[src/rtl/assert_macros.svh]
// Assertion macros for the RTL files of the ROM write command receiver.
// No dependencies; included by files that carry concurrent assertions.
`ifndef ASSERT_MACROS_SVH
`define ASSERT_MACROS_SVH

// Clocked property check, disabled while the async reset is asserted
`define ASSERT_CLK(label, clk, rst_n, prop, msg) \
	label: assert property (@(posedge clk) disable iff (!rst_n) (prop)) else $error(msg);

// Implication checked on the next edge
`define ASSERT_NEXT(label, clk, rst_n, cond, prop, msg) \
	label: assert property (@(posedge clk) disable iff (!rst_n) (cond) |=> (prop)) else $error(msg);

`endif

[src/rtl/rwcr_pkg.sv]
// Shared types, codes and constants for the ROM write command receiver.
// No dependencies; imported by rwcr_receiver and rom_write_command_receiver.
package rwcr_pkg;

	// Default ROM window / bank size in bytes
	localparam int unsigned BANK_BYTES_DEF = 16384;

	// Bus event kinds
	typedef enum logic [1:0] {
		MODE_WRITE  = 2'd0,
		MODE_READ   = 2'd1,
		MODE_TICK   = 2'd2,
		MODE_BUTTON = 2'd3
	} mode_t;

	// Read source codes
	typedef enum logic [1:0] {
		SRC_NORMAL   = 2'd0,
		SRC_INTERNAL = 2'd1,
		SRC_CART     = 2'd2
	} src_t;

	// Receiver state, one-hot
	typedef enum logic [4:0] {
		RX_DISABLED  = 5'b00001,
		RX_LOCKED    = 5'b00010,
		RX_WAITING   = 5'b00100,
		RX_RECEIVING = 5'b01000,
		RX_PENDING   = 5'b10000
	} rx_state_t;

	// Externally visible receiver state codes
	localparam logic [2:0] ST_CODE_DISABLED  = 3'd0;
	localparam logic [2:0] ST_CODE_LOCKED    = 3'd1;
	localparam logic [2:0] ST_CODE_WAITING   = 3'd2;
	localparam logic [2:0] ST_CODE_RECEIVING = 3'd3;
	localparam logic [2:0] ST_CODE_PENDING   = 3'd4;

	// Commands
	localparam logic [7:0] CMD_BANK_LAST  = 8'd33;
	localparam logic [7:0] CMD_LOCK_INT   = 8'd34;
	localparam logic [7:0] CMD_RESET      = 8'd36;
	localparam logic [7:0] CMD_BANK_DATA  = 8'd40;
	localparam logic [7:0] CMD_LOCK_CTRL  = 8'd46;
	localparam logic [7:0] CMD_REPEAT_LIM = 8'd40;

	// Lock command data values
	localparam logic [7:0] LOCK_ARG_LOCK    = 8'd1;
	localparam logic [7:0] LOCK_ARG_UNLOCK  = 8'd16;
	localparam logic [7:0] LOCK_ARG_DISABLE = 8'd31;

	// Bank number that maps the window to the internal ROM
	localparam logic [7:0] BANK_INTERNAL = 8'd32;

	// Execution delays in T-states
	localparam logic [6:0] DELAY_CONFIRM = 7'd35;
	localparam logic [6:0] DELAY_SMALL   = 7'd119;
	localparam logic [6:0] DELAY_LARGE   = 7'd121;

	// Window offsets of the command registers
	localparam logic [15:0] OFS_CONFIRM = 16'd0;
	localparam logic [15:0] OFS_COMMAND = 16'd1;
	localparam logic [15:0] OFS_DATA1   = 16'd2;
	localparam logic [15:0] OFS_DATA2   = 16'd3;

	// One bus event
	typedef struct packed {
		mode_t       mode;
		logic [15:0] address;
		logic [7:0]  data_byte;
		logic [7:0]  elapsed_cycles;
	} bus_item_t;

	// One result
	typedef struct packed {
		src_t        read_source;
		logic [21:0] cart_address;
		logic        reset_pulse;
		logic        nmi_pulse;
		logic [7:0]  current_bank;
		logic [2:0]  receiver_state;
	} bus_result_t;

	function automatic logic [2:0] state_code(input rx_state_t s);
		logic [2:0] c;
		unique case (s)
			RX_DISABLED:  c = ST_CODE_DISABLED;
			RX_LOCKED:    c = ST_CODE_LOCKED;
			RX_WAITING:   c = ST_CODE_WAITING;
			RX_RECEIVING: c = ST_CODE_RECEIVING;
			RX_PENDING:   c = ST_CODE_PENDING;
			default:      c = ST_CODE_DISABLED;
		endcase
		return c;
	endfunction

endpackage

[src/rtl/rwcr_receiver.sv]
// Command receiver, bank register and read mapping of the ROM cartridge controller.
// Depends on rwcr_pkg. State advances on en; the result is combinational from the item.
module rwcr_receiver
	import rwcr_pkg::*;
#(
	parameter int unsigned BANK_BYTES = BANK_BYTES_DEF
) (
	input  logic        clk,
	input  logic        arst_n,
	input  logic        small_machine,
	input  logic        en,
	input  bus_item_t   item,
	output bus_result_t result
);

	localparam logic [16:0] WIN_LIMIT = 17'(BANK_BYTES);
	localparam logic [16:0] BANK_MULT = 17'(BANK_BYTES);

	// State registers
	rx_state_t   mode_q, mode_d;
	logic        powered_q, powered_d;
	logic [7:0]  bank_q, bank_d;
	logic [7:0]  cmd_q, cmd_d;
	logic [7:0]  rc_q, rc_d;
	logic [7:0]  first_q, first_d;
	logic [7:0]  second_q, second_d;
	logic [6:0]  delay_q, delay_d;
	logic [15:0] elapsed_q, elapsed_d;
	logic        las_q, las_d;

	logic        in_window;
	logic        was_locked;
	rx_state_t   rx_mid;
	logic [7:0]  cmd_mid;
	logic [7:0]  rc_inc;
	logic [16:0] elapsed_sum;
	logic [15:0] elapsed_sat;
	logic        fire;
	logic        lock_ok;
	logic [24:0] bank_base;
	src_t        src;
	logic [21:0] caddr;
	logic        rst_p;
	logic        nmi_p;

	// Address decode and helper terms
	assign in_window   = {1'b0, item.address} < WIN_LIMIT;
	assign was_locked  = (mode_q == RX_LOCKED) || ((mode_q == RX_PENDING) && las_q);
	assign rx_mid      = (mode_q == RX_WAITING) ? RX_RECEIVING : mode_q;
	assign cmd_mid     = (mode_q == RX_WAITING) ? item.data_byte : cmd_q;
	assign rc_inc      = ((mode_q == RX_WAITING) ? 8'd0 : rc_q) + 8'd1;
	assign elapsed_sum = {1'b0, elapsed_q} + {9'd0, item.elapsed_cycles};
	assign elapsed_sat = elapsed_sum[16] ? 16'hFFFF : elapsed_sum[15:0];
	assign fire        = (mode_q == RX_PENDING) && (elapsed_sat > {9'd0, delay_q});
	assign lock_ok     = (first_q == second_q);
	assign bank_base   = 25'(bank_q * BANK_MULT);

	// Next state and result
	always_comb begin
		mode_d    = mode_q;
		powered_d = powered_q;
		bank_d    = bank_q;
		cmd_d     = cmd_q;
		rc_d      = rc_q;
		first_d   = first_q;
		second_d  = second_q;
		delay_d   = delay_q;
		elapsed_d = elapsed_q;
		las_d     = las_q;
		src       = SRC_NORMAL;
		caddr     = 22'd0;
		rst_p     = 1'b0;
		nmi_p     = 1'b0;

		unique case (item.mode)
			MODE_WRITE: begin
				if (powered_q && in_window && (mode_q != RX_DISABLED)) begin
					priority if (item.address == OFS_CONFIRM) begin
						las_d     = was_locked;
						delay_d   = DELAY_CONFIRM;
						elapsed_d = 16'd0;
						mode_d    = RX_PENDING;
					end else if (item.address == OFS_COMMAND) begin
						// repeated byte counts up to a one-byte command
						if (rx_mid == RX_RECEIVING) begin
							mode_d = RX_RECEIVING;
							cmd_d  = cmd_mid;
							rc_d   = rc_inc;
							if ((item.data_byte < CMD_REPEAT_LIM) && (item.data_byte == rc_inc)) begin
								las_d     = 1'b0;
								delay_d   = small_machine ? DELAY_SMALL : DELAY_LARGE;
								elapsed_d = 16'd0;
								mode_d    = RX_PENDING;
							end else if (item.data_byte != cmd_mid) begin
								rc_d  = 8'd1;
								cmd_d = item.data_byte;
							end
						end
					end else if (item.address == OFS_DATA1) begin
						first_d = item.data_byte;
					end else if (item.address == OFS_DATA2) begin
						second_d = item.data_byte;
					end else begin
						// higher offsets in the window are ignored
					end
				end
			end
			MODE_READ: begin
				if (powered_q && in_window) begin
					if (bank_q == BANK_INTERNAL) begin
						src = SRC_INTERNAL;
					end else begin
						src   = SRC_CART;
						caddr = 22'(bank_base + {9'd0, item.address});
					end
				end
			end
			MODE_TICK: begin
				elapsed_d = elapsed_sat;
				if (fire) begin
					mode_d = las_q ? RX_LOCKED : RX_WAITING;
					if (las_q) begin
						if ((cmd_q == CMD_LOCK_CTRL) && lock_ok) begin
							if (first_q == LOCK_ARG_LOCK) mode_d = RX_LOCKED;
							if (first_q == LOCK_ARG_UNLOCK) mode_d = RX_WAITING;
							if (first_q == LOCK_ARG_DISABLE) mode_d = RX_DISABLED;
						end
					end else begin
						priority if ((cmd_q != 8'd0) && (cmd_q <= CMD_BANK_LAST)) begin
							bank_d = cmd_q - 8'd1;
						end else if (cmd_q == CMD_LOCK_INT) begin
							mode_d = RX_LOCKED;
							bank_d = BANK_INTERNAL;
						end else if (cmd_q == CMD_RESET) begin
							rst_p = 1'b1;
						end else if (cmd_q == CMD_BANK_DATA) begin
							bank_d = first_q - 8'd1;
							if (second_q[3]) mode_d = RX_DISABLED;
							if (second_q[2]) mode_d = RX_LOCKED;
							nmi_p = second_q[1];
							rst_p = second_q[0];
						end else if (cmd_q == CMD_LOCK_CTRL) begin
							if (lock_ok) begin
								if (first_q == LOCK_ARG_LOCK) mode_d = RX_LOCKED;
								if (first_q == LOCK_ARG_UNLOCK) mode_d = RX_WAITING;
								if (first_q == LOCK_ARG_DISABLE) mode_d = RX_DISABLED;
							end
						end else begin
							// unknown commands have no effect
						end
					end
				end
			end
			MODE_BUTTON: begin
				powered_d = 1'b1;
				bank_d    = 8'd0;
				mode_d    = RX_WAITING;
				las_d     = 1'b0;
				rst_p     = 1'b1;
			end
			default: begin
			end
		endcase
	end

	assign result.read_source    = src;
	assign result.cart_address   = caddr;
	assign result.reset_pulse    = rst_p;
	assign result.nmi_pulse      = nmi_p;
	assign result.current_bank   = bank_d;
	assign result.receiver_state = state_code(mode_d);

	// State update
	always_ff @(posedge clk or negedge arst_n) begin
		if (!arst_n) begin
			mode_q    <= RX_DISABLED;
			powered_q <= 1'b0;
			bank_q    <= 8'd0;
			cmd_q     <= 8'd0;
			rc_q      <= 8'd0;
			first_q   <= 8'd0;
			second_q  <= 8'd0;
			delay_q   <= 7'd0;
			elapsed_q <= 16'd0;
			las_q     <= 1'b0;
		end else if (en) begin
			mode_q    <= mode_d;
			powered_q <= powered_d;
			bank_q    <= bank_d;
			cmd_q     <= cmd_d;
			rc_q      <= rc_d;
			first_q   <= first_d;
			second_q  <= second_d;
			delay_q   <= delay_d;
			elapsed_q <= elapsed_d;
			las_q     <= las_d;
		end
	end

endmodule

[src/rtl/rom_write_command_receiver.sv]
// ROM write command receiver: bank-switching cartridge controller, stream wrapper.
// Depends on rwcr_pkg, rwcr_receiver and assert_macros.svh.
//
// Takes one bus event per clock and returns one result per event, in order.
// A request is captured in an input register and evaluated against the
// receiver state once the output register can take its result; the receiver
// state is updated in the same edge that loads the output register, which
// drives m_tvalid, and the result can be taken at the next edge; throughput
// is one request per clock as long as the result side keeps taking results.
// The input and output registers decouple the two sides, so a new request is
// taken while a finished result still waits. small_machine is written through
// cfg_wen and must only change while no request is in flight.
`include "assert_macros.svh"

module rom_write_command_receiver
	import rwcr_pkg::*;
#(
	parameter int unsigned BANK_BYTES = BANK_BYTES_DEF
) (
	input  logic        clk,
	input  logic        arst_n,
	// configuration
	input  logic        cfg_wen,
	input  logic [0:0]  cfg_wdata,    // small_machine
	// bus events
	input  logic        s_tvalid,
	output logic        s_tready,
	input  logic [31:0] s_tdata,      // address[15:0], data_byte[23:16], elapsed_cycles[31:24]
	input  logic [1:0]  s_tuser,      // mode[1:0]
	// results
	output logic        m_tvalid,
	input  logic        m_tready,
	output logic [39:0] m_tdata,      // cart_address[21:0], reset_pulse[22], nmi_pulse[23],
	                                  // current_bank[31:24], receiver_state[34:32], zero[39:35]
	output logic [1:0]  m_tuser       // read_source[1:0]
);

	logic        small_machine_q;
	bus_item_t   in_item;
	bus_item_t   item_s1;
	logic        valid_s1;
	logic        advance;
	logic        take;
	bus_result_t res;
	bus_result_t out_q;
	logic        out_valid_q;

	// Unpack the request
	assign in_item.mode           = mode_t'(s_tuser);
	assign in_item.address        = s_tdata[15:0];
	assign in_item.data_byte      = s_tdata[23:16];
	assign in_item.elapsed_cycles = s_tdata[31:24];

	// Handshake control
	assign advance  = valid_s1 && (!out_valid_q || m_tready);
	assign s_tready = !valid_s1 || advance;
	assign take     = s_tvalid && s_tready;

	// Config register
	always_ff @(posedge clk or negedge arst_n) begin
		if (!arst_n) begin
			small_machine_q <= 1'b1;
		end else if (cfg_wen) begin
			small_machine_q <= cfg_wdata[0];
		end
	end

	// Input register
	always_ff @(posedge clk or negedge arst_n) begin
		if (!arst_n) begin
			valid_s1 <= 1'b0;
		end else if (take) begin
			valid_s1 <= 1'b1;
		end else if (advance) begin
			valid_s1 <= 1'b0;
		end
	end

	always_ff @(posedge clk) begin
		if (take) begin
			item_s1 <= in_item;
		end
	end

	rwcr_receiver #(
		.BANK_BYTES(BANK_BYTES)
	) u_receiver (
		.clk          (clk),
		.arst_n       (arst_n),
		.small_machine(small_machine_q),
		.en           (advance),
		.item         (item_s1),
		.result       (res)
	);

	// Output register
	always_ff @(posedge clk or negedge arst_n) begin
		if (!arst_n) begin
			out_valid_q <= 1'b0;
		end else if (advance) begin
			out_valid_q <= 1'b1;
		end else if (m_tready) begin
			out_valid_q <= 1'b0;
		end
	end

	always_ff @(posedge clk) begin
		if (advance) begin
			out_q <= res;
		end
	end

	assign m_tvalid = out_valid_q;
	assign m_tuser  = out_q.read_source;
	assign m_tdata  = {5'd0, out_q.receiver_state, out_q.current_bank, out_q.nmi_pulse,
		out_q.reset_pulse, out_q.cart_address};

	// Assertions
	`ASSERT_CLK(a_ready_when_empty, clk, arst_n, !out_valid_q |-> s_tready, "input stalled with empty output register")
	`ASSERT_NEXT(a_src_only_on_read, clk, arst_n, advance && (item_s1.mode != MODE_READ), m_tuser == SRC_NORMAL, "read source set for a non-read request")
	`ASSERT_NEXT(a_button_resets, clk, arst_n, advance && (item_s1.mode == MODE_BUTTON), m_tdata[22], "button press without reset pulse")
	`ASSERT_NEXT(a_nmi_only_on_tick, clk, arst_n, advance && (item_s1.mode != MODE_TICK), !m_tdata[23], "NMI pulse outside an instruction-end tick")

endmodule
[config.mk]
export PLATFORM = sky130hd
export DESIGN_NAME = rom_write_command_receiver
export DESIGN_NICKNAME = d
export VERILOG_FILES = /design/src/rtl/rwcr_pkg.sv /design/src/rtl/rwcr_receiver.sv /design/src/rtl/rom_write_command_receiver.sv
export VERILOG_INCLUDE_DIRS = /design/src /design/src/rtl
export SDC_FILE = /design/constraint.sdc
export NUM_CORES = 1
export LEC_CHECK = 0
export BUFFER_PORTS_ARGS = -buffer_cell sky130_fd_sc_hd__buf_2
export CORE_MARGIN = 1
export CORE_UTILIZATION = 40
export CTS_BUF_LIST = sky130_fd_sc_hd__clkbuf_4 sky130_fd_sc_hd__clkbuf_8
export CTS_CLUSTER_DIAMETER = 60
export DETAILED_ROUTE_END_ITERATION = 10
export PLACE_DENSITY = 0.68
export SLEW_MARGIN = 15
export SYNTH_ARGS = -nofsm -noshare
export SYNTH_HDL_FRONTEND = slang
export SYNTH_HIERARCHICAL = 1
export SYNTH_SLANG_ARGS = --single-unit
export TNS_END_PERCENT = 1
[constraint.sdc]
create_clock -name clk -period 5.26 [get_ports clk]
set_input_delay 0.263 -clock clk [delete_from_list [all_inputs] [get_ports clk]]
set_output_delay 0.263 -clock clk [all_outputs]
set_load 0.01 [all_outputs]
; After elaboration in Yosys (flattened, before gate mapping)
; Cells that the tools add are included.
[op_classes]
mux = 66
n_eq_ne = 30
add_sub_neg = 5
reduce_logical = 34
n_lt_le_gt_ge = 4
bitwise = 8
[op_table]
columns = cell, count
row1 = $mux W5, 20
row2 = $mux W16, 6
row3 = $mux W8, 12
row4 = $eq A8 B6 Y1 const B, 5
row5 = $eq A16 B2 Y1 const B, 2
row6 = $pmux W16 S2, 1
row7 = $reduce_and A6 Y1, 5
row8 = $mux W7, 4
row9 = $add A22 B16 Y22, 1
row10 = $add A16 B8 Y17, 1
row11 = $eq A16 B1 Y1 const B, 1
row12 = $eq A8 B5 Y1 const B, 2
row13 = $eq A8 B8 Y1, 2
row14 = $gt A16 B7 Y1, 1
row15 = $logic_not A16 Y1, 1
row16 = $lt A16 B15 Y1 const B, 1
row17 = $pmux W8 S2, 1
row18 = $sub A8 B1 Y8 const B, 2
row19 = $mux W1, 15
row20 = $pmux W5 S3, 1
row21 = $reduce_bool A2 Y1, 7
row22 = $pmux W3 S4, 1
row23 = $eq A5 B2 Y1 const B, 2
row24 = $eq A5 B3 Y1 const B, 2
row25 = 26 further kinds, 51
[word_totals]
regBits = 144
wordCells = 170
inputBits = 40
output_inout_bits = 44

; Logic depth before layout (Yosys ltp)
[logic_depth]
ltp_word = 15
ltp_mapped = 20
depth_no_buf = 18

; Cells and area by module
; The synthesis kept the hierarchy.
[modules_own_cells]
columns = mod, cells_per_inst, seq_area_each_um2, area_per_inst_um2, n_inst
row1 = rwcr_receiver, 691, 1702.9, 5719.2, 1
row2 = rom_write_command_receiver, 87, 2208.4, 2314.7, 1

; Worst setup path after synthesis
; No wires, ideal clock.
[synth_timing]
kind = register -> register
start = register item_s1[0] (netlist name)
end = register out_q, in the netlist m_tdata[23], data pin
setup_time_ns = 0.251
path_stages_with_launch = 20
setup_slack_ns = 0.790
t_arrival_ns = 4.219
path_buffers = 2
synth_period_minus_slack_ns = 4.470
required_ns = 5.009
cell_sequence = edfxtp_1 > ha_1 > fa_1 > a21o_1 > a221oi_2 > o21ai_1 > nand3_1 > nand2_1 > ha_1 > a21o_1 > a41oi_1 > a31oi_1 > a211o_1 > nor4b_2 > nand4_2 > nand2_1 > nor3_4 > buf_4 > and3_1 > buf_4
[synth_via]
elab_chain_cells = 6
[synth_lines]
columns = item, line
row1 = start: declaration, rom_write_command_receiver.sv:40  ; bus_item_t item_s1;
row2 = start signal: assignment, rom_write_command_receiver.sv:81  ; item_s1 <= in_item;
row3 = $add A16 B8 Y17, rwcr_receiver.sv:52  ; assign elapsed_sum = {1'b0, elapsed_q} + {9'd0, item.elapsed_cycles};
row4 = $mux W16, rwcr_receiver.sv:53  ; assign elapsed_sat = elapsed_sum[16] ? 16'hFFFF : elapsed_sum[15:0];
row5 = $gt A16 B7 Y1, rwcr_receiver.sv:54  ; assign fire = (mode_q == RX_PENDING) && (elapsed_sat > {9'd0, delay_q});
row6 = $logic_and A1 B1 Y1, rwcr_receiver.sv:54
row7 = $not A1 Y1 (no line), n/a
row8 = $reduce_or A7 Y1 (no line), n/a
row9 = end signal: assignment, rom_write_command_receiver.sv:109  ; out_q <= res;
row10 = end: declaration, rom_write_command_receiver.sv:45  ; bus_result_t out_q;
; No other way between the ends.
; A chain may end at the register's enable or synchronous reset.

==> results by group <==
Clock network
  – CTS tree: done
  – Clk Latency, worst-skew pair: between 400 and 500 ps
  – CTS buffer count: 17
  – Post-CTS setup buffer count: 0
  – Resized cells post-CTS: 0
  – Reg clk slew, reported paths: ~80 ps
  – Clock buffer depth: 2
  – Root buf cell: clkbuf_8
  – CTS HTree Levels: 4
  – Sink Count: 142

Detailed routing
  – Via count: approximately 6200
  – Top Layer Used: met4
  – Initial DRC Count: roughly 330
  – Remaining DRCs: 0
  – Wire length on met2: roughly 9000 um
  – Drt first pass iters: 5
  – WL met3: 964 um
  – ANT nets after route: 0
  – Met1 WL: about 8000 um
  – Wirelength per Cell: between 15 and 20 um
  – Via-to-Cell Ratio: about 5.4
  – Final WL: approximately 18000 um

Finish
  – Layout area overhead: 15.9%
  – Nets: between 900 and 1000
  – Number of diodes: 0
  – Share of cells above drive strength 1: a little under a fifth
  – Core Util, Final: between 40 and 50%

Floorplanning
  – Starting Density: 41.0%
  – Chip height: 144 um
  – Io pins: 84
  – # rows: slightly above 50
  – Die X: around 140 um
  – Die ar.: slightly above 0.02 mm2
  – CORE AREA: 0.0196 mm2

Placed design
  – Gp weighted congestion: a little under 0.9
  – Dpl hpwl: about 13000 um
  – Port-buffer cells: between 70 and 80

STA
  – Worst-Margin Slew: between 1000 and 1500 ps
  – Fin Setup TNS: 0 ps
  – Clk_skew: around 18 ps
  – Final setup fails: 0
  – Max Clk Rate: between 200 and 250 MHz
  – Final Cycle Share: between 80% and 90%
  – Relative slew slack: 26.3%
  – RSZ-0062 raised after global routing: false
  – Slew Viols, Final: 0
  – Clock period minus worst slack: between 4000 and 5000 ps
  – Final Hold Violating Endpoints: 0

Worst setup path
  – Critical path arrival: ~4900 ps
  – CP max FO: 6
  – CP Class: flop to flop
  – Crit path launch: item_s1[0]
  – Worst r2r src: item_s1[0]
  – Critical Path End Type: flop
  – Crit path launch type: flop
  – Worst Path Required: 5460 ps
  – Reg2reg setup slack: 560 ps

Hold path
  – Hold Path Class: input port to asynchronous set/reset pin

Synth
  – Syn_area_per_cell: between 10 and 15 um2
  – Synthesized area: ~0.0080 mm2
  – Synth area leader: edfxtp_1
  – Synth area leaders: edfxtp_1 (27%), dfrtp_1 (21%), ha_1 (3.7%)
  – Number of different library cells in the post-synthesis netlist: 80
  – Adder-Cell Fraction of Synth Area: about 4.2%
  – Post-synth EDFFs: 71
  – Complex-gate fraction of the synthesized area: 16.6%
  – Synth Flop Type: edfxtp_1
  – Sequential area share after synthesis: around 50%
  – Synth Area in Simple Gates: between 10% and 20%
  – Xor/xnor share of the synthesized area: under 10%
  – Instance count of the mapped netlist: between 700 and 800
  – Async SR Flop Fraction: roughly 50%
  – Yosys reg bits: 142
  – Top-count cell post-synth: nor2_1
  – Synth warn: 6
  – Largest family of logic cells by synthesized area: simple AND/OR/NAND/NOR gates
  – Post-synthesis mux area share: under 10%
  – Post-synth top cells: nor2_1 (75), edfxtp_1 (71), nand2_1 (71)
  – Top cell type's share of synthesized area: 26.5%

Status
  – Status: finished, final reports clean

GRT
  – First-pass GRT wire length: roughly 30000 um
  – Initial antenna violation count: 0
  – Pin count of the biggest net entering global routing: 72
  – Total track usage: between 10% and 20%
  – Number of global-route vias before repair: about 6000
  – Total gr overflow: 0

Power and ir drop
  – Max VDD drop: between 0.15 and 0.2 mV
  – Leakage: about 3.8 nW
  – Pwr per Cell Area: roughly 290 mW/mm2

Flow run
  – Maxcap violations: 0
-- cell families after synthesis --
kind of cell    count (synthesis)
compound gates                186
fa+ha+maj                      26
other cells                     1
buf+inv                        76
xor+xnor                       43
mux                            22
simple gates                  282
flops                         142
-- final cells by class --
class | instances | area (um2)
multi-input combinational | 564 | 3800
fill | 1857 | 10300
clock inverter | 13 | 140
clock buffer | 19 | 249
inverter | 26 | 97.6
timing repair buffer | 119 | 786
sequential | 142 | 3910
tap | 265 | 332
-- per-layer routing --
metal	GRT usage [%]	up-vias
met3	3.67	23
met4	6.49	0
met2	32.0	179
li1	-	3035
met1	23.7	2974
met5	0	-
-- power breakdown --
| part | leakage, nW | switching, mW | internal [mW] |
|---|---|---|---|
| registers | 1.63 | 0.0718 | 1.25 |
| logic | 1.96 | 0.328 | 0.234 |
| clock network | 0.191 | 0.426 | 0.432 |
-- sequential cells by signal (all words and copies together), names as in the netlist, 2 cells and up --
| signal | count |
|---|---|
| u_receiver/elapsed_q | 16 |
| m_tuser | 2 |
| item_s1 | 34 |
| u_receiver/rc_q | 8 |
| m_tdata | 35 |
| u_receiver/delay_q | 5 |
| u_receiver/cmd_q | 8 |
| u_receiver/first_q | 8 |
| u_receiver/mode_q | 5 |
| u_receiver/second_q | 8 |
| u_receiver/bank_q | 8 |
-- cells in the final DEF, fill, tap and decap left out, types with 4 or more instances in the layout --
master and instances:
a21o_1 9, a21oi_1 38, a22o_1 10, a31o_2 4, a31oi_1 15, a32o_1 9
a32oi_1 4, and2_1 20, and3_1 8, buf_2 78, buf_4 6, clkbuf_8 17
conb_1 5, dfrtp_1 69, dlygate4sd3_1 35, edfxtp_1 71, ha_1 24, inv_1 26
mux2_2 21, nand2_1 71, nand2b_1 10, nand3_1 21, nand4_1 13, nor2_1 75
nor2b_1 7, nor3_1 12, nor4_1 11, o21a_1 6, o21ai_0 30, o22ai_1 6
o31ai_1 12, or3_1 6, xnor2_1 33, xor2_1 10
-- what timing repair did --
action                                  4_1_cts  5_1_grt
hold buffers                                 35        0
endpoints found under the hold margin        35        0
endpoints found under the setup margin        0        0
-- final timing paths --
check / cells past startpoint / to
worst max-delay path: 19 / m_tdata[33]
worst min register to register: 2 / u_receiver/elapsed_q[6]
worst min-delay path: 2 / u_receiver/elapsed_q[1]
worst max register to register: 19 / m_tdata[33]
max in group asynchronous: 2 / u_receiver/cmd_q[1]
min in group clk: 2 / small_machine_q
-- through the flow --
step                hold WS, ps  setup slack, ps  instances  power (mW)  cell area (um2)
floorplan                 -32.6              790        782        1.73             8050
global placement            440              702       1081        1.87             8570
detailed placement          441              566       1081        1.88             8570
CTS                        20.7              538       1148        2.76             9310
global route               33.2              145       1148        2.89             9310
finish                     42.9              561       1148        2.74             9310
-- worst max-delay path: stages (launching register included) --
cell      delay (ps)
edfxtp_1         370
ha_1             230
fa_1             420
a21o_1           220
a221oi_2         220
buf_4            190
o21a_1           210
nor2_1           140
nor2_1           150
inv_1             60
ha_1             300
and4_1           190
a41o_1           180
a31oi_1           50
a211o_1          240
nor4b_2          280
nand4_2          210
and2_1           240
o311ai_2         300
and4bb_1         250
Power figures use the tool's default switching activity.
